[src/rtl/core/accel_fall_motion_detector_macros.svh]
// ----------------------------------------------------------------------------
// accel_fall_motion_detector assertion macros
// Shared property wrappers for the detector's concurrent checks.
// ----------------------------------------------------------------------------
`ifndef ACCEL_FALL_MOTION_DETECTOR_MACROS_SVH
`define ACCEL_FALL_MOTION_DETECTOR_MACROS_SVH

// same-cycle implication, disabled during reset
`define AFMD_ASSERT_NOW(label, ante, cons) \
  label: assert property (@(posedge clk) disable iff (rst) (ante) |-> (cons)) \
    else $error("afmd check failed");

// next-cycle implication, disabled during reset
`define AFMD_ASSERT_NEXT(label, ante, cons) \
  label: assert property (@(posedge clk) disable iff (rst) (ante) |=> (cons)) \
    else $error("afmd check failed");

`endif

[src/rtl/core/afmd_pkg.sv]
// ----------------------------------------------------------------------------
// afmd_pkg
// Types, codes and reset constants for the fall and motion detector.
// ----------------------------------------------------------------------------
package afmd_pkg;

  localparam int SAMPLE_WIDTH_DEF = 16;
  localparam int FIELD_WIDTH      = 16;
  localparam int THR_WIDTH        = 15;
  localparam int CNT_WIDTH        = 8;
  localparam int DATA_WIDTH       = 32;
  localparam int ADDR_WIDTH       = 4;

  // register reset values
  localparam logic [THR_WIDTH-1:0] MOVE_THR_RST   = 15'd20;
  localparam logic [THR_WIDTH-1:0] JUMP_THR_RST   = 15'd700;
  localparam logic [CNT_WIDTH-1:0] STILL_LIMIT_RST = 8'd10;
  localparam logic [CNT_WIDTH-1:0] CNT_MAX         = 8'hFF;

  // register indexes (word address bits)
  localparam logic [1:0] REG_MOVE_THR    = 2'd0;
  localparam logic [1:0] REG_JUMP_THR    = 2'd1;
  localparam logic [1:0] REG_STILL_LIMIT = 2'd2;

  // event opcodes
  localparam logic [1:0] OP_SLOW = 2'd0;
  localparam logic [1:0] OP_FAST = 2'd1;
  localparam logic [1:0] OP_POLL = 2'd2;

  typedef enum logic [2:0] {
    MSG_NONE   = 3'd0,
    MSG_MOVING = 3'd1,
    MSG_DEAD   = 3'd2,
    MSG_FALL   = 3'd3,
    MSG_FLY    = 3'd4,
    MSG_TRIP   = 3'd5
  } msg_t;

  typedef enum logic [2:0] {
    MODE_NORMAL = 3'd0,
    MODE_UNCON  = 3'd1,
    MODE_FALL   = 3'd2,
    MODE_FLY    = 3'd3,
    MODE_HALT   = 3'd4
  } mode_t;

  typedef enum logic [2:0] {
    ST_OK         = 3'd0,
    ST_MAYBE_DEAD = 3'd1,
    ST_DOWN       = 3'd2,
    ST_UP         = 3'd3,
    ST_TRIP       = 3'd4
  } status_t;

  typedef struct packed {
    logic [1:0]             opcode;
    logic [FIELD_WIDTH-1:0] accel_x;
    logic [FIELD_WIDTH-1:0] accel_y;
    logic [FIELD_WIDTH-1:0] accel_z;
  } sample_t;

  typedef struct packed {
    msg_t                 message;
    logic                 last;
    mode_t                mode_now;
    status_t              status_now;
    logic [CNT_WIDTH-1:0] still_ticks;
  } result_t;

endpackage

[src/rtl/core/accel_fall_motion_detector.sv]
// ----------------------------------------------------------------------------
// accel_fall_motion_detector
// Tracks stillness, z jolts and trips from tagged accelerometer samples and
// reports a message word per event, plus a tripped word after a fall trip.
// ----------------------------------------------------------------------------
//  channel  | direction | handshake                     | words per item
//  sample   | in        | sample_valid / sample_stall   | 1
//  result   | out       | result_valid / result_stall   | 1, or 2 on a trip
//  apb      | in        | psel / penable / pwrite       | config writes
//
// One sample is taken per cycle while sample_stall is low; its result word
// shows up the cycle after. A trip adds a second word held in a pending slot,
// so the sample side stalls until the first word is taken. Result stalls back
// up into sample_stall. Synchronous reset clears all state but the result data
// and loads the register defaults; after a trip only reset leaves the halted mode.
module accel_fall_motion_detector #(
  parameter int SAMPLE_WIDTH = afmd_pkg::SAMPLE_WIDTH_DEF
) (
  input  logic                            clk,
  input  logic                            rst,
  input  logic                            psel,
  input  logic                            penable,
  input  logic                            pwrite,
  input  logic [afmd_pkg::ADDR_WIDTH-1:0] paddr,
  input  logic [afmd_pkg::DATA_WIDTH-1:0] pwdata,
  output logic [afmd_pkg::DATA_WIDTH-1:0] prdata,
  output logic                            pready,
  input  logic                            sample_valid,
  output logic                            sample_stall,
  input  afmd_pkg::sample_t               sample,
  output logic                            result_valid,
  input  logic                            result_stall,
  output afmd_pkg::result_t               result
);

  localparam int FW = afmd_pkg::FIELD_WIDTH;
  localparam int TW = afmd_pkg::THR_WIDTH;
  localparam int CW = afmd_pkg::CNT_WIDTH;
  localparam int EW = (SAMPLE_WIDTH > FW) ? SAMPLE_WIDTH : FW;
  localparam int DW = ((SAMPLE_WIDTH + 1 > TW + 1) ? SAMPLE_WIDTH + 1 : TW + 1) + 1;

  // configuration registers
  logic [TW-1:0] move_threshold;
  logic [TW-1:0] jump_threshold;
  logic [CW-1:0] still_limit;

  // detector state
  logic signed [SAMPLE_WIDTH-1:0] prev_x, prev_y, prev_z;
  logic [CW-1:0]                  still_count;
  afmd_pkg::status_t              status_reg;
  afmd_pkg::mode_t                mode_reg;

  // output slot and pending trip word
  logic              pend_valid;
  afmd_pkg::result_t pend_word;

  logic cfg_write;
  logic accept;
  logic take;

  assign pready    = 1'b1;
  assign cfg_write = psel && penable && pwrite && pready;

  // register write
  always_ff @(posedge clk) begin
    if (rst) begin
      move_threshold <= afmd_pkg::MOVE_THR_RST;
      jump_threshold <= afmd_pkg::JUMP_THR_RST;
      still_limit    <= afmd_pkg::STILL_LIMIT_RST;
    end else if (cfg_write) begin
      case (paddr[3:2])
        afmd_pkg::REG_MOVE_THR:    move_threshold <= pwdata[TW-1:0];
        afmd_pkg::REG_JUMP_THR:    jump_threshold <= pwdata[TW-1:0];
        afmd_pkg::REG_STILL_LIMIT: still_limit    <= pwdata[CW-1:0];
        default: ;
      endcase
    end
  end

  // register read
  always_comb begin
    unique case (paddr[3:2])
      afmd_pkg::REG_MOVE_THR:    prdata = afmd_pkg::DATA_WIDTH'(move_threshold);
      afmd_pkg::REG_JUMP_THR:    prdata = afmd_pkg::DATA_WIDTH'(jump_threshold);
      afmd_pkg::REG_STILL_LIMIT: prdata = afmd_pkg::DATA_WIDTH'(still_limit);
      default:                   prdata = '0;
    endcase
  end

  // sample sign extension from the low sample bits
  logic [EW-1:0]                  xz, yz, zz;
  logic signed [SAMPLE_WIDTH-1:0] xs, ys, zs;
  assign xz = EW'(sample.accel_x);
  assign yz = EW'(sample.accel_y);
  assign zz = EW'(sample.accel_z);
  assign xs = $signed(xz[SAMPLE_WIDTH-1:0]);
  assign ys = $signed(yz[SAMPLE_WIDTH-1:0]);
  assign zs = $signed(zz[SAMPLE_WIDTH-1:0]);

  // axis differences against the stored sample
  logic signed [DW-1:0] dx, dy, dz, mthr, jthr;
  assign dx   = DW'(xs) - DW'(prev_x);
  assign dy   = DW'(ys) - DW'(prev_y);
  assign dz   = DW'(zs) - DW'(prev_z);
  assign mthr = $signed(DW'(move_threshold));
  assign jthr = $signed(DW'(jump_threshold));

  logic moved, z_down, z_up, xy_jump;
  assign moved   = (dx > mthr) || (dx < -mthr) || (dy > mthr) || (dy < -mthr)
                || (dz > mthr) || (dz < -mthr);
  assign z_down  = dz > jthr;
  assign z_up    = dz < -jthr;
  assign xy_jump = (dx > jthr) || (dx < -jthr) || (dy > jthr) || (dy < -jthr);

  // event decode and next state
  afmd_pkg::status_t status_next, status_poll;
  afmd_pkg::mode_t   mode_next, mode_poll;
  logic [CW-1:0]     still_next;
  afmd_pkg::msg_t    msg;
  logic              tripped;
  logic              store_prev;

  always_comb begin
    status_next = status_reg;
    mode_next   = mode_reg;
    still_next  = still_count;
    msg         = afmd_pkg::MSG_NONE;
    tripped     = 1'b0;
    store_prev  = 1'b0;
    status_poll = status_reg;
    mode_poll   = mode_reg;
    if (mode_reg == afmd_pkg::MODE_NORMAL || mode_reg == afmd_pkg::MODE_UNCON ||
        mode_reg == afmd_pkg::MODE_FALL || mode_reg == afmd_pkg::MODE_FLY) begin
      case (sample.opcode)
        afmd_pkg::OP_SLOW: begin
          store_prev = 1'b1;
          if (moved) begin
            still_next  = '0;
            status_next = afmd_pkg::ST_OK;
          end else if (still_count != afmd_pkg::CNT_MAX) begin
            still_next = still_count + 1'b1;
          end
        end
        afmd_pkg::OP_FAST: begin
          if (z_down) begin
            status_next = afmd_pkg::ST_DOWN;
          end else if (z_up) begin
            status_next = afmd_pkg::ST_UP;
          end
        end
        afmd_pkg::OP_POLL: begin
          unique case (mode_reg)
            afmd_pkg::MODE_NORMAL: begin
              msg = afmd_pkg::MSG_MOVING;
              if (still_count == still_limit) begin
                status_poll = afmd_pkg::ST_MAYBE_DEAD;
                mode_poll   = afmd_pkg::MODE_UNCON;
              end
              // man down goes to fly, man up to fall
              if (status_poll == afmd_pkg::ST_DOWN) begin
                mode_poll = afmd_pkg::MODE_FLY;
              end else if (status_poll == afmd_pkg::ST_UP) begin
                mode_poll = afmd_pkg::MODE_FALL;
              end
              status_next = status_poll;
              mode_next   = mode_poll;
            end
            afmd_pkg::MODE_UNCON: msg = afmd_pkg::MSG_DEAD;
            afmd_pkg::MODE_FALL: begin
              msg = afmd_pkg::MSG_FALL;
              if (xy_jump) begin
                status_next = afmd_pkg::ST_TRIP;
                mode_next   = afmd_pkg::MODE_HALT;
                tripped     = 1'b1;
              end
            end
            default: msg = afmd_pkg::MSG_FLY;
          endcase
        end
        default: ;
      endcase
    end
  end

  // result words for this sample
  afmd_pkg::result_t word0, word1;
  always_comb begin
    word0.message     = msg;
    word0.last        = !tripped;
    word0.mode_now    = mode_next;
    word0.status_now  = status_next;
    word0.still_ticks = still_next;
    word1             = word0;
    word1.message     = afmd_pkg::MSG_TRIP;
    word1.last        = 1'b1;
  end

  // handshake
  assign take         = result_valid && !result_stall;
  assign sample_stall = result_valid && (result_stall || pend_valid);
  assign accept       = sample_valid && !sample_stall;

  // state update
  always_ff @(posedge clk) begin
    if (rst) begin
      prev_x      <= '0;
      prev_y      <= '0;
      prev_z      <= '0;
      still_count <= '0;
      status_reg  <= afmd_pkg::ST_OK;
      mode_reg    <= afmd_pkg::MODE_NORMAL;
    end else if (accept) begin
      still_count <= still_next;
      status_reg  <= status_next;
      mode_reg    <= mode_next;
      if (store_prev) begin
        prev_x <= xs;
        prev_y <= ys;
        prev_z <= zs;
      end
    end
  end

  // output slot and pending slot
  always_ff @(posedge clk) begin
    if (rst) begin
      result_valid <= 1'b0;
      pend_valid   <= 1'b0;
    end else if (accept) begin
      result_valid <= 1'b1;
      pend_valid   <= tripped;
    end else if (take) begin
      result_valid <= pend_valid;
      pend_valid   <= 1'b0;
    end
  end

  always_ff @(posedge clk) begin
    if (accept) begin
      result    <= word0;
      pend_word <= word1;
    end else if (take && pend_valid) begin
      result <= pend_word;
    end
  end

`include "accel_fall_motion_detector_macros.svh"

  `AFMD_ASSERT_NOW(a_pend_has_slot, pend_valid, result_valid && !result.last)
  `AFMD_ASSERT_NOW(a_pend_is_trip, pend_valid, pend_word.message == afmd_pkg::MSG_TRIP && mode_reg == afmd_pkg::MODE_HALT)
  `AFMD_ASSERT_NEXT(a_trip_two_words, accept && tripped, result_valid && pend_valid)
  `AFMD_ASSERT_NEXT(a_halt_sticks, mode_reg == afmd_pkg::MODE_HALT, mode_reg == afmd_pkg::MODE_HALT)

endmodule

[config.mk]
export PLATFORM = sky130hd
export DESIGN_NAME = accel_fall_motion_detector
export DESIGN_NICKNAME = d
export VERILOG_FILES = /design/src/rtl/core/afmd_pkg.sv /design/src/rtl/core/accel_fall_motion_detector.sv
export VERILOG_INCLUDE_DIRS = /design/src /design/src/rtl/core
export SDC_FILE = /design/constraint.sdc
export NUM_CORES = 1
export LEC_CHECK = 0
export ABC_AREA = 1
export BUFFER_PORTS_ARGS = -buffer_cell sky130_fd_sc_hd__clkbuf_2
export CAP_MARGIN = 20
export CORE_MARGIN = 2
export CORE_UTILIZATION = 26
export DETAILED_ROUTE_END_ITERATION = 12
export PLACE_DENSITY_LB_ADDON = 0.3
export SLEW_MARGIN = 20
export SYNTH_ARGS = -nofsm -noshare
export SYNTH_HDL_FRONTEND = slang
export SYNTH_SLANG_ARGS = --single-unit
[constraint.sdc]
create_clock -name clk -period 4.35 [get_ports clk]
set_input_delay 0 -clock clk [delete_from_list [all_inputs] [get_ports clk]]
set_output_delay 0 -clock clk [all_outputs]
set_load 0.03 [all_outputs]
# Word-level counts from Yosys, hierarchy flattened
# Index checks and enable logic that the tools add are counted.
# word_totals
ff_bits	134
inputBits	93
output_inout_bits	53
wordCells	116
# classes
addsub	6
n_lt_le_gt_ge	12
n_eq_ne	11
n_mux	38
n_reduce_logical	30
# ops
cell	n
17-bit by 18-bit < comparator with 1-bit output	6
17-bit by 16-bit > comparator with 1-bit output	6
3-bit 2-to-1 mux	17
16-bit by 16-bit subtractor with 17-bit output	3
15-bit one-hot mux with 3 select lines	1
18-bit 2-to-1 mux	2
15-bit negator with 18-bit output	2
8-bit 2-to-1 mux	4
3-bit one-hot mux with 3 select lines	2
3-bit by 2-bit equality test with 1-bit output, second input constant	4
1-bit logical OR	12
3-bit one-hot mux with 2 select lines	2
1-bit 2-to-1 mux	10
8-bit by 1-bit adder with 8-bit output, second input constant	1
8-bit equality test	1
8-bit inequality test, second input constant	1
2-bit AND reduction	4
1-bit logical AND	6
2-bit by 1-bit equality test with 1-bit output, second input constant	2
2-bit equality test, second input constant	2
2-bit zero test	2
2-bit nonzero test	2
3-bit by 1-bit equality test with 1-bit output, second input constant	1
1-bit zero test	3
3-bit zero test	1

# Logic depth before layout (Yosys ltp)
# Gate-level depths: netlist of the first run.
# logic_depth
word_depth	12
depth_mapped	32

# Least setup slack after synthesis of the first run
# No wires, ideal clock.
# synth_path
path_type	register to register
start	reg prev_x[0]
end	reg result[10] in the netlist's numbering (data pin)
setup_time_ns	0.255
arrival_time_ns	3.370
required_time_ns	4.095
path_slack_ns	0.725
stages_incl_launch_ff	29
path_buffers	0
period_less_slack_ns	3.625
path_cell_list	dfxtp_1 > ha_1 > inv_1 > fa_1 > nand3_1 > nand2_1 > nand4_1 > nand2_1 > inv_1 > o21ai_0 > a31oi_1 > o21bai_1 > xor2_1 > ha_1 > nand2_1 > nor2_1 > and2_1 > nand3b_1 > nand4_1 > nand2_1 > nand2_1 > a21oi_1 > nand2_1 > nand2_1 > nand2_1 > nand2_1 > nand3_1 > nand3_1 > nand2_1
# synth_via
elab_chain_len	11
elab_cells_between_ends	19
classes_between	1 x add/sub; 4 x order compare; 6 x mux; 8 x reduce/logical
# synth_lines
element	line	rtl
start, declared	accel_fall_motion_detector.sv:48	logic signed [SAMPLE_WIDTH-1:0] prev_x, prev_y, prev_z;
start signal, assigned	accel_fall_motion_detector.sv:217	prev_x <= xs;
16-bit by 16-bit subtractor with 17-bit output (*)	accel_fall_motion_detector.sv:102	assign dx = DW'(xs) - DW'(prev_x);
parallel branches: the longest is 7 deep, another holds 17-bit by 18-bit < comparator with 1-bit output	n/a	
3-bit one-hot mux with 3 select lines (*)	accel_fall_motion_detector.sv:134	case (sample.opcode)
3-bit 2-to-1 mux (*)	accel_fall_motion_detector.sv:132	if (mode_reg == afmd_pkg::MODE_NORMAL || mode_reg == afmd_pkg::MODE_UNCON ||
18-bit 2-to-1 mux (*)	accel_fall_motion_detector.sv:239	if (accept) begin
end signal, assigned	accel_fall_motion_detector.sv:240	result <= word0;
end signal, assigned	accel_fall_motion_detector.sv:243	result <= pend_word;
end, declared	accel_fall_motion_detector.sv:33	output afmd_pkg::result_t result
# Every way passes the cells marked *.
# A chain may end at the register's enable or synchronous reset.

# Worst setup path after layout of the first run
# layout_path
start	reg prev_x[0]
end	reg still_count[7]
# layout_via
elab_chain_len	10
elab_cells_between_ends	11
classes_between	1 x add/sub; 2 x order compare; 3 x mux; 5 x reduce/logical
# layout_lines
element	line	rtl
16-bit by 16-bit subtractor with 17-bit output (*)	accel_fall_motion_detector.sv:102	
17-bit by 18-bit < comparator with 1-bit output or 17-bit by 16-bit > comparator with 1-bit output (tied branches)	accel_fall_motion_detector.sv:109	assign moved = (dx > mthr) || (dx < -mthr) || (dy > mthr) || (dy < -mthr)
1-bit logical OR (*) (3 in a row)	accel_fall_motion_detector.sv:109	
1-bit logical OR (*) (2 in a row)	accel_fall_motion_detector.sv:110	|| (dz > mthr) || (dz < -mthr);
8-bit 2-to-1 mux (*)	accel_fall_motion_detector.sv:137	if (moved) begin
8-bit 2-to-1 mux (*)	accel_fall_motion_detector.sv:134	
8-bit 2-to-1 mux (*)	accel_fall_motion_detector.sv:132	
named net still_next[7]	accel_fall_motion_detector.sv:118	logic [CW-1:0] still_next;
end signal, assigned	accel_fall_motion_detector.sv:213	still_count <= still_next;
end, declared	accel_fall_motion_detector.sv:49	logic [CW-1:0] still_count;
# The timed path passes the listed nets; every way through them passes the cells marked *.

==> results of run 1 <==
## worst min path at each step
stage,from,end,slack [ps],depth (start not counted)
floorplan,pwdata[1],still_limit[1],130,2
global placement,pwdata[9],jump_threshold[9],240,3
detailed placement,pwdata[9],jump_threshold[9],240,3
CTS,rst,still_count[6],0.05,2
global route,rst,still_count[4],40,2
finish,rst,still_count[6],20,2
## timing repair
action	CTS	global route
resized for setup	0	58
buffers inserted	0	5
endpoints found under the setup margin	0	41
hold endpoints to repair	88	0
hold buffers	66	0
## Yosys cell counts, types with 12 or more instances
cell      instances  share of area
nand3_1          60          0.023
a21oi_1         193          0.074
xnor2_1          13         0.0088
a21o_1           14         0.0081
a31oi_1          12         0.0058
ha_1            243           0.23
dfxtp_1         102           0.16
nand2_1         434           0.13
edfxtp_1         32          0.074
nor2_1          116          0.034
nor3_1           24         0.0093
inv_1           232          0.067
o21ai_0         110          0.042
nand4_1          28          0.014
buf_4            21          0.012
xor2_1           61          0.041
clkbuf_1         26         0.0075
## where the power goes
part	leakage [nW]	switching [mW]	internal (mW)
logic	6.46	1.21	0.773
registers	1.14	0.0206	1.33
clock network	0.306	0.640	0.969
## metal layers
layer	global-route usage	routed length [um]
met5	0	0
met4	0.0350	463
met3	0.0226	2310
met2	0.271	18700
met1	0.230	20400
## final cells by class
type                            instances  area [sq um]  area share
Clock buffer                           19           433      0.0265
Clock inverter                         13           196      0.0120
Inverter                              235           887      0.0544
Multi-Input combinational cell       1421          9080       0.556
Sequential cell                       134          3000       0.184
Tap cell                              664           831      0.0509
Timing Repair Buffer                  265          1880       0.116
## cells by family after synthesis
kind of cell,after synthesis
simple gates,694
compound gates,388
buf+inv,285
fa+ha+maj,246
flops,134
xor+xnor,74
other cells,2
mux,1
## worst reg2reg max path: cells and delay by family (launching register included)
kind            cells  cell delay, ps
buf+inv             5             500
xor+xnor            1             190
simple gates       15            1510
compound gates      5             670
fa+ha+maj           3             750
flops               1             330
## through the flow
step / setup slack, ps / setup TNS, ps
finish: 328 / 0
global route: -1.41 / -1.41
CTS: 39.7 / 0
detailed placement: 56.0 / 0
global placement: 185 / 0
floorplan: 725 / 0
==> results.md, run 1 <==
- For the worst flop-to-flop path, the logic depth is 29.
- Headroom to the max-slew limit came out at 0.492.
- Together, buffers and inverters on the worst path number 5.
- Entering global routing, the biggest net connects 91 pins.
- The average vias per placed instance is roughly 4.7.
- The worst-case IR drop observed on VDD is 0.000212 V.
- The leakage power summed over all cells is approximately 7.9 nW.
- The total of flip-flops plus latches after synthesis is around 130.
- The cell sitting at the root of the clock tree is a clkbuf_16.
- The number of clock sinks is around 130.
- Summed over all layers, the global routing overflow is 0.
- The number of maximum-capacitance violations is 0.
- The detail route stage leaves a number of antenna-violating nets equal to 0.
- The critical path ends at still_count[7].
- The non-filler instance count after layout is 2751.
- The share of final-layout standard cells stronger than drive strength 1 is 0.141.
- The detailed router finished its first iteration with between 900 and 1k violations.
- The first-pass GRT wire length is between 60 and 70 mm.
- The mean post-synth cell area is between 7 and 8 sq um.
- The number of nets at the end of the flow is around 2.4k.
- The top cell types in the final layout, fill and taps aside, are 427 x nand2_1, 238 x ha_1, 230 x inv_1.
- Of the total synthesized cell area, the portion taken by AND, OR, NAND and NOR gates is 0.223.
- The final layout contains routed wiring with a total length of about 42 mm.
- The critical-path cell with the highest stage delay is fa_2.
- Counting distinct cell types in the post-synthesis netlist gives 50.
- The critical path launch point type is a flip-flop.
- Setup violations remaining at the end of the flow were counted as 0.
- In this run the worst hold path is classified as in -> reg.
- The final design instance area without fill is approximately 16000 sq um.
- On the final layout, the worst hold slack is 15.4 ps.
- The number of levels in the clock H-tree is 4.
- The layout has between 5k and 6k filler cells.
- The flow ran to the end, and the final reports show no timing, DRC or antenna violations.
- The number of placement rows is between 80 and 90.
- The number of enable-type register cells in the synthesized netlist is 32.
- On the worst path, the slowest cell contributes a delay of roughly 350 ps.
- The cell type group with the largest total delay on the critical path is simple AND/OR/NAND/NOR gates.
- Counting stages on the worst path, the most repeated cell is nand2_1.
- The critical path is of the reg -> reg type.
- The share of the synthesized area in compound gates (AO/OA/AOI/OAI) came to 0.166.
- The hold violation total from the final report is 0.
- The repair_antennas step left the layout with diodes totalling 0.
- After synthesis the cells add up to roughly 13000 sq um.
- Buffers inserted during clock tree synthesis total 17.
- The clock input transition at the sequential cells of the worst setup and hold paths is ~60 ps.
- The sum of internal, switching and leakage power is between 4 and 5 mW.
- After detailed routing, the number of remaining DRC violations is 0.
- The endpoint identified for the worst register-to-register timing path is still_count[7].
- The adder-cell area share of the yosys netlist is 0.239.
- The critical path endpoint category is a flip-flop.
- The transition time at the pin with the least slew margin is 761 ps.
- The via count of the first global-routing pass was between 10k and 15k.
- For this configuration, the core starts out at a cell density of 0.264.
- The number of antenna violations at the first check in global routing is 0.
- The total count of max-transition violations in the final report is 0.
- In this run the register-to-register setup slack is about 330 ps.
- Counting flops per register, the top entry is result.
- The area of the core region is a little under 50000 sq um.
- The routed design could run at a clock period as short as a little over 4000 ps.
- The share of the cycle needed by the critical path after routing is 0.924.
- The final routed wire length divided by cell count is roughly 15 um.
- The arrival time at the worst endpoint is 4390 ps.
- The die is roughly 230 um tall.
- In this run the cell area measured after placement is around 15000 sq um.
- The sequential area share after synthesis is 0.232.
- The clock skew is between 9 and 10 ps.
- In this run the tool buffered the top-level ports with about 110 buffer cells.
- The length of the first detailed-routing pass in iterations is 5.
- STA puts the critical path data required time at about 4700 ps.
- In this run the critical register-to-register path is launched from prev_x[0].
- The via count is 13.0k.
- The die covers 51700 sq um.
- The number of instances in the placed design is between 2k and 3k.
- The launching instance or port of the critical path is prev_x[0].
- The power per standard cell area is a little over 300 nW/um^2.
- Counting along the longest clock path gives a buffer depth of 2.
- The overall die width is 227 um.
- Synthesis produced ~1.8k cells.
- The total number of yosys warnings is 0.
- The mux share of post-synthesis cell area is 0.000868.
- The relative area change from synthesis to final layout is 25.7%.
- After synthesis, the largest family of logic cells by area is adder cells.
- The congestion estimate from routability-driven global placement came to just over 0.9.
- The clock tree from TritonCTS is yes.
- Derived from the worst setup path, the maximum achievable clock frequency is 0.249 GHz.
- The maximum fanout along the worst path is 8.
- The register with the most flip-flops in the layout has 18 of them.
- During I/O placement, the number of pins put on the boundary was 146.
- Across every metal layer, demand over resource in global routing totals 0.165.
- Of the total synthesized cell area, the portion taken by XOR and XNOR cells is 0.0500.
- The insertion delay of the later-clocked pin in the worst-skew pair is roughly 450 ps.
- The most common cell after layout, fill and taps aside is nand2_1.
- The critical path depth in cells is 29.
- For this run, asynchronously set or reset flops after synthesis account for 0.
- After legalization and detailed placement, the total HPWL measured 34.3 mm.
- The most used flip-flop cell after synthesis is dfxtp_1.
- For this run, the share of the core covered by cells in the final layout is 0.333.
Note: power is estimated with default switching activity, not from simulation.
==> run 2: changes to the inputs <==
==> constraint.sdc (replaced) <==
create_clock -name clk -period 4.35 [get_ports clk]
set_input_delay 1.0875 -clock clk [delete_from_list [all_inputs] [get_ports clk]]
set_output_delay 1.0875 -clock clk [all_outputs]
set_load 0.03 [all_outputs]
==> results.md, run 2 (synthesized netlist as in run 1, its figures left out) <==
- The run finished, with violations left.
- The final reports fail on setup timing.
- The total area inside the core boundary comes to ~49000 sq um.
- The number of antenna violations at the first check in global routing is 1.
- The tightest min-delay check is of the reg -> reg type.
- In this run the tool buffered the top-level ports with 108 buffer cells.
- The launching instance or port of the critical path is sample[32].
- Summed over all nets, the switching power comes to around 2.0 mW.
- For flop-to-flop paths, the worst setup slack is 120 ps.
- Across all layers, the routed design uses between 10k and 15k vias.
- The number of levels in the clock H-tree is 4.
- The insertion delay of the later-clocked pin in the worst-skew pair is 470 ps.
- The clock tree from TritonCTS is yes.
- The worst-case headroom to the max-slew limit is 0.493.
- The hold buffer count at CTS is 0.
- For this run, the post-layout net count is between 2k and 2.5k.
- The worst register-to-register path ends at result[6].
- The sequential group share of total power is 0.259.
- The via count of the first global-routing pass was approximately 13k.
- In the routed design, unresolved DRC markers number 0.
- The worst setup path is of the in -> reg kind.
- The data required time at the worst endpoint is 4690 ps.
- More flip-flops sit in one register than any other, and that register is result.
- Relative to the synthesized area, the layout overhead comes to 33.9%.
- The critical path capture point is result[6].
- The tree is rooted in a clkbuf_16.
- The power per standard cell area is approximately 300 nW/um^2.
- The fraction of power consumed by combinational cells is 0.447.
- The starting DRC count in detailed routing is ~670.
- The hold violation total from the final report is 0.
- Dividing the detail-routed wire length by the instance count gives about 15 um.
- The share of power burned in the clock network is 0.294.
- The smallest setup slack after layout is -3.83 ps.
- The worst setup path is captured at a flip-flop.
- Of the cells placed in the final design, the portion with a size suffix greater than 1 is 0.242.
- At the worst endpoint, the arrival time is about 4700 ps.
- The final period demand of the worst path is 4350 ps.
- Dividing the final minimum period by the clock period gives 1.00.
- about 150 I/O pins were placed.
- STA classifies the critical path startpoint as an input pin.
- The final weighted congestion in routability-driven placement is between 0.9 and 1.
- The half-perimeter wire length after detailed placement is approximately 35 mm.
- The maximum clock insertion buffer count is 2.
- The total grt overflow is 0.
- The clock input transition at the sequential cells of the worst setup and hold paths is roughly 60 ps.
- Fill cells in the final layout number roughly 5.3k.
- The delay contributed by the slowest stage of the critical path is between 300 and 400 ps.
- The internal power of the cells is around 3.2 mW.
- The number of maximum-capacitance violations is 0.
- The number of clock buffers added by TritonCTS is 17.
- By instance count, the cell type seen most on the critical path is nand2_1.
- The library cells used most frequently in the layout, excluding fill and tap cells, are 409 x nand2_1, 224 x buf_4, 217 x ha_1.
- The length in cells of the worst reg-to-reg path is 24.
- The fraction of power spent switching nets is 0.376.
- The worst vdd rail ir drop is around 0.00027 V.
- On the critical path, the stage with the largest delay is an instance of fa_2.
- Leaving out filler cells and counting taps, the final layout contains ~2.8k.
- The average vias per placed instance is 4.65.
- The sum of internal, switching and leakage power is around 5.2 mW.
- The total count of max-transition violations in the final report is 0.
- The number of instances in the placed design is between 2k and 3k.
- The length of the first detailed-routing pass in iterations is 5.
- The first-pass GRT wire length is ~66 mm.
- The largest net degree at the start of global routing is ~90.
- The setup violation total in the final timing report is 1.
- Wires add up to 42.5 mm.
- For this run, the top clock speed supported by timing is between 0.2 and 0.25 GHz.
- The floorplan die height is roughly 230 um.
- On the final layout, the worst clock skew is approximately 10 ps.
- The count of nets left with antenna violations once routing finished came out at 0.
- In this run the worst path has a maximum fanout of 8.
- The die covers 51700 sq um.
- For this run, the total global-route usage over all layers was measured as 0.167.
- The effective utilization at floorplan is 0.264.
- The register with the most flip-flops in the layout has 18 of them.
- The number of clock sinks is ~130.
- Setup repair after global routing could not meet its margin everywhere.
- The transition time at the pin with the least slew margin is roughly 760 ps.
- The die is 227 um wide.
- The leakage power summed over all cells is roughly 8.4 nW.
- The launch instance of the worst register-to-register path is move_threshold[0].
- Leaving out fill and tap cells, the most frequent cell in the layout is nand2_1.
- The number of placement rows is 81.
==> run 2: changes by cell type in the layout (fill, tap and decap cells not counted), moves of 7 or more <==
cell / before / now
buf_4: 91 / 224
dlygate4sd3_1: 66 / 0
ha_4: 3 / 26
ha_1: 238 / 217
nand2_1: 427 / 409
nand2_2: 13 / 29
inv_1: 230 / 216
inv_2: 3 / 14
nand3_1: 57 / 49
a21oi_1: 190 / 183
nand3_2: 4 / 11
==> run 2: critical path, delay by kind of cell <==
kind	cells	cell delay, ps
AND/OR/NAND/NOR	20	1770
adder cells (fa/ha/maj)	3	780
XOR/XNOR	1	170
buffers and inverters	9	860
==> run 2: layout make-up <==
class                           count  area (sq um)  area share
Antenna cell                        1          2.50    0.000144
Clock buffer                       18           429      0.0247
Clock inverter                     14           173     0.00994
Inverter                          235           897      0.0516
Multi-Input combinational cell   1421          9650       0.555
Sequential cell                   134          3000       0.173
Tap cell                          664           831      0.0478
Timing Repair Buffer              342          2390       0.137
==> run 2: worst min-delay path by stage <==
stage               startpoint          to  slack, ps  cells past startpoint
floorplan           prev_x[10]  prev_x[10]        430                      2
global placement     prev_y[7]   prev_y[7]        440                      2
detailed placement   prev_x[6]   prev_x[6]        450                      2
CTS                  prev_y[8]   prev_y[8]        460                      2
global route        prev_z[12]  prev_z[12]        480                      2
finish              prev_x[12]  prev_x[12]        450                      2
==> run 2: metal layers <==
layer	track usage	part of all wire	vias to the layer above	wire, um
met5	0	0.00031	-	13
met4	0.0523	0.020	2	861
met3	0.0259	0.042	51	1770
met2	0.271	0.44	248	18900
met1	0.225	0.49	6090	21000
li1	-	-	6767	-
==> run 2: per-stage QoR <==
stage | worst slack, ps | setup TNS [ps] | util | instance area [sq um] | hold slack (ps)
3_5_place_dp | -738 | -26310 | 0.324 | 15900 | 449
6_report | -3.83 | -3.83 | 0.354 | 17400 | 454
4_1_cts | 7.28 | 0 | 0.340 | 16700 | 459
3_3_place_gp | -644 | -22960 | 0.324 | 15900 | 441
5_1_grt | -244 | -4720 | 0.354 | 17400 | 482
2_1_floorplan | 21.7 | 0 | - | 13000 | 433
==> run 2: repair_timing <==
item | 4_1_cts | 5_1_grt
buffers inserted | 1 | 8
pin swaps | 16 | 53
hold endpoints to repair | 0 | 0
gates resized for setup | 38 | 130
endpoints found under the setup margin | 37 | 41
==> run 2: power by group through the flow <==
stage	clock network (mW)	logic (mW)	registers (mW)
floorplan	0	1.22	1.39
global placement	0	2.08	1.37
detailed placement	0	2.13	1.38
CTS	1.58	2.19	1.35
global route	1.62	2.61	1.35
finish	1.53	2.33	1.35
==> run 3: changes to the inputs <==
- PLACE_DENSITY: default -> 0.44
- PLACE_DENSITY_LB_ADDON: 0.3 -> default
- REMOVE_ABC_BUFFERS: default -> 1
==> results.md, run 3 (synthesized netlist as in run 1, its figures left out) <==
- For this design, the sink count on the clock tree is roughly 130.
- Leaving out fill and tap cells, the most frequent cells in the layout are 401 x nand2_1, 241 x buf_4, 227 x ha_1.
- The final period demand of the worst path is 4230 ps.
- The insertion delay of the later-clocked pin in the worst-skew pair is 480 ps.
- The area of the die is 51700 sq um.
- In the routed design, unresolved DRC markers number 0.
- After filler insertion, the fill cell instance count of the layout stands at between 5k and 6k.
- The arrival time at the worst endpoint is between 4000 and 5000 ps.
- The initialized floorplan defines 81 standard-cell rows.
- The register with the most flip-flops in the layout has 18 of them.
- The clock input transition at the sequential cells of the worst setup and hold paths is 60 ps.
- Based on the critical path, the design can be clocked at up to ~0.24 GHz.
- Setup repair after global routing could not meet its margin everywhere.
- The total length of routed wires is approximately 44 mm.
- The first-pass GRT wire length is between 60 and 70 mm.
- After detailed routing, the number of vias per cell comes to about 4.6.
- The total grt overflow is 0.
- Of the total power, combinational logic draws 0.453.
- Max-cap violations in this run came to 0.
- For this design the static power due to leakage is 8.44 nW.
- The clock tree from TritonCTS is yes.
- The floorplan step set the die height to ~230 um.
- The share of the cycle needed by the critical path after routing is 0.972.
- In this run, placement finished with an instance count of 2804.
- In the final design database the tool counted 2504 nets.
- The total global routing track utilization is 0.175.
- The via count is around 13k.
- The register with the most flip-flops is result.
- The net switching power is approximately 1.9 mW.
- The transition time at the pin with the least slew margin is between 700 and 800 ps.
- The via count of the first global-routing pass is around 13k.
- Compared with the post-synthesis result, the final layout area differs by 33.9%.
- The number of antenna violations at the first check in global routing is 0.
- For the final database, setup skew stands at ~9.5 ps.
- In this run the tightest slew margin relative to its limit is 0.477.
- The number of I/O port buffers is 108.
- The worst vdd rail ir drop is 0.000238 V.
- The total count of max-transition violations in the final report is 0.
- The setup check on the worst reg-to-reg path leaves a slack of between 400 and 500 ps.
- The hold violation total from the final report was 0.
- The data required time at the worst endpoint is 4580 ps.
- The placed standard-cell area is ~16000 sq um.
- The number of antenna diodes in the final layout is 0.
- The starting DRC count in detailed routing is about 680.
- 146 I/O pins were placed.
- The maximum fanout along the worst path is 4.
- Of the cells placed in the final design, the portion with a size suffix greater than 1 is 0.249.
- The non-filler instance count after layout is 2842.
- The min-delay analysis places its worst path in the category reg -> reg.
- For this design the ratio of total power to cell area is between 200 and 300 nW/um^2.
- Buffers inserted during clock tree synthesis total 17.
- The library cell used most frequently in the layout, excluding fill and tap cells, is nand2_1.
- The remaining antenna violation count after routing is 0.
- The number of levels in the clock H-tree is 4.
- For this run, the detailed router's first-pass iteration total came to 6.
- Of the total power, the share spent switching nets is 0.384.
- The largest net degree at the start of global routing is between 70 and 80.
- The cell seen most often among critical-path stages is nand2_1.
- The overall die width is between 200 and 250 um.
- The share of total power dissipated in sequential elements is 0.268.
- The internal power of the cells totals a little over 3 mW.
- Detailed placement finished with a half-perimeter wire length of approximately 36 mm.
- The share of total power dissipated in the clock network is 0.279.
- The critical-path cell with the highest stage delay is fa_2.
- The effective utilization at floorplan is 0.264.
- The delay contributed by the slowest stage of the critical path is between 300 and 400 ps.
- Setup violations remaining at the end of the flow were counted as 0.
- The flow ran to the end, and the final reports show no timing, DRC or antenna violations.
- The final routed wire length divided by cell count is 15.4 um.
- The area of the core region is roughly 49000 sq um.
- Across all hold checks on the routed design, the worst slack comes to around 450 ps.
- The critical path in this run is classified as in -> reg.
- The final weighted congestion in routability-driven placement is about 0.88.
- The critical path endpoint category is a flip-flop.
- The worst setup path is launched from an input pin.
- Summing all non-filler instances in the final layout gives an area of 17400 sq um.
- The clock passes through at most 2 buffers.
- Clock tree synthesis selected as its root buffer the cell clkbuf_16.
-- run 3: cell types whose count changed in the layout (fill, tap and decap cells not counted), moves of 5 or more --
cell / previous run / this run
a21oi_2: 10 / 16
buf_4: 224 / 241
nor2_4: 4 / 9
ha_1: 217 / 227
a21oi_1: 183 / 177
nand2_1: 409 / 401
ha_4: 26 / 15
inv_1: 216 / 221
nand2_2: 29 / 34
-- run 3: metal layers --
| layer | vias up | share of wire | GRT usage |
|---|---|---|---|
| li1 | 6785 | - | - |
| met1 | 6010 | 0.47 | 0.227 |
| met2 | 196 | 0.48 | 0.301 |
| met3 | 37 | 0.034 | 0.0256 |
| met4 | 0 | 0.017 | 0.0529 |
| met5 | - | 0 | 0 |
-- run 3: power groups by stage --
stage	clock (mW)	sequential, mW	combinational [mW]
2_1_floorplan	0	1.39	1.20
3_3_place_gp	0	1.37	2.06
3_5_place_dp	0	1.37	2.09
4_1_cts	1.47	1.35	2.16
5_1_grt	1.50	1.35	2.58
6_report	1.40	1.35	2.28
-- run 3: layout make-up --
class                           instances  area (sq um)  share of cell area
Multi-Input combinational cell       1421          9650               0.555
Tap cell                              664           831              0.0478
Sequential cell                       134          3000               0.173
Timing Repair Buffer                  356          2460               0.141
Clock buffer                           19           433              0.0249
Clock inverter                         13           108             0.00619
Inverter                              235           895              0.0515
-- run 3: worst max-delay path: cells and delay by family --
kind	cells	cell delay (ps)
xor+xnor	1	130
simple gates	13	1210
compound gates	5	660
buf+inv	6	520
fa+ha+maj	3	840
-- run 3: path summary, 6_finish.rpt --
check | to | start | depth (start not counted)
max | result[9] | sample[0] | 28
min reg2reg | prev_z[7] | prev_z[7] | 2
max reg2reg | still_count[6] | move_threshold[0] | 25
min | prev_z[7] | prev_z[7] | 2
-- run 3: timing repair --
| action | CTS | global route |
|---|---|---|
| pin swaps | 29 | 69 |
| hold buffers | 0 | 0 |
| setup endpoints to repair | 41 | 41 |
| cloned | 0 | 0 |
| resized for setup | 52 | 127 |
| buffers inserted | 1 | 7 |
-- run 3: stage by stage --
| step | power, mW | setup slack (ps) | TNS, ps | utilization |
|---|---|---|---|---|
| global placement | 3.44 | -796 | -27390 | 0.326 |
| finish | 5.03 | 121 | 0 | 0.354 |
| CTS | 4.97 | 9.14 | 0 | 0.341 |
| detailed placement | 3.47 | -791 | -27240 | 0.326 |
| floorplan | 2.59 | -479 | -21870 | - |
| global route | 5.43 | -156 | -1990 | 0.354 |
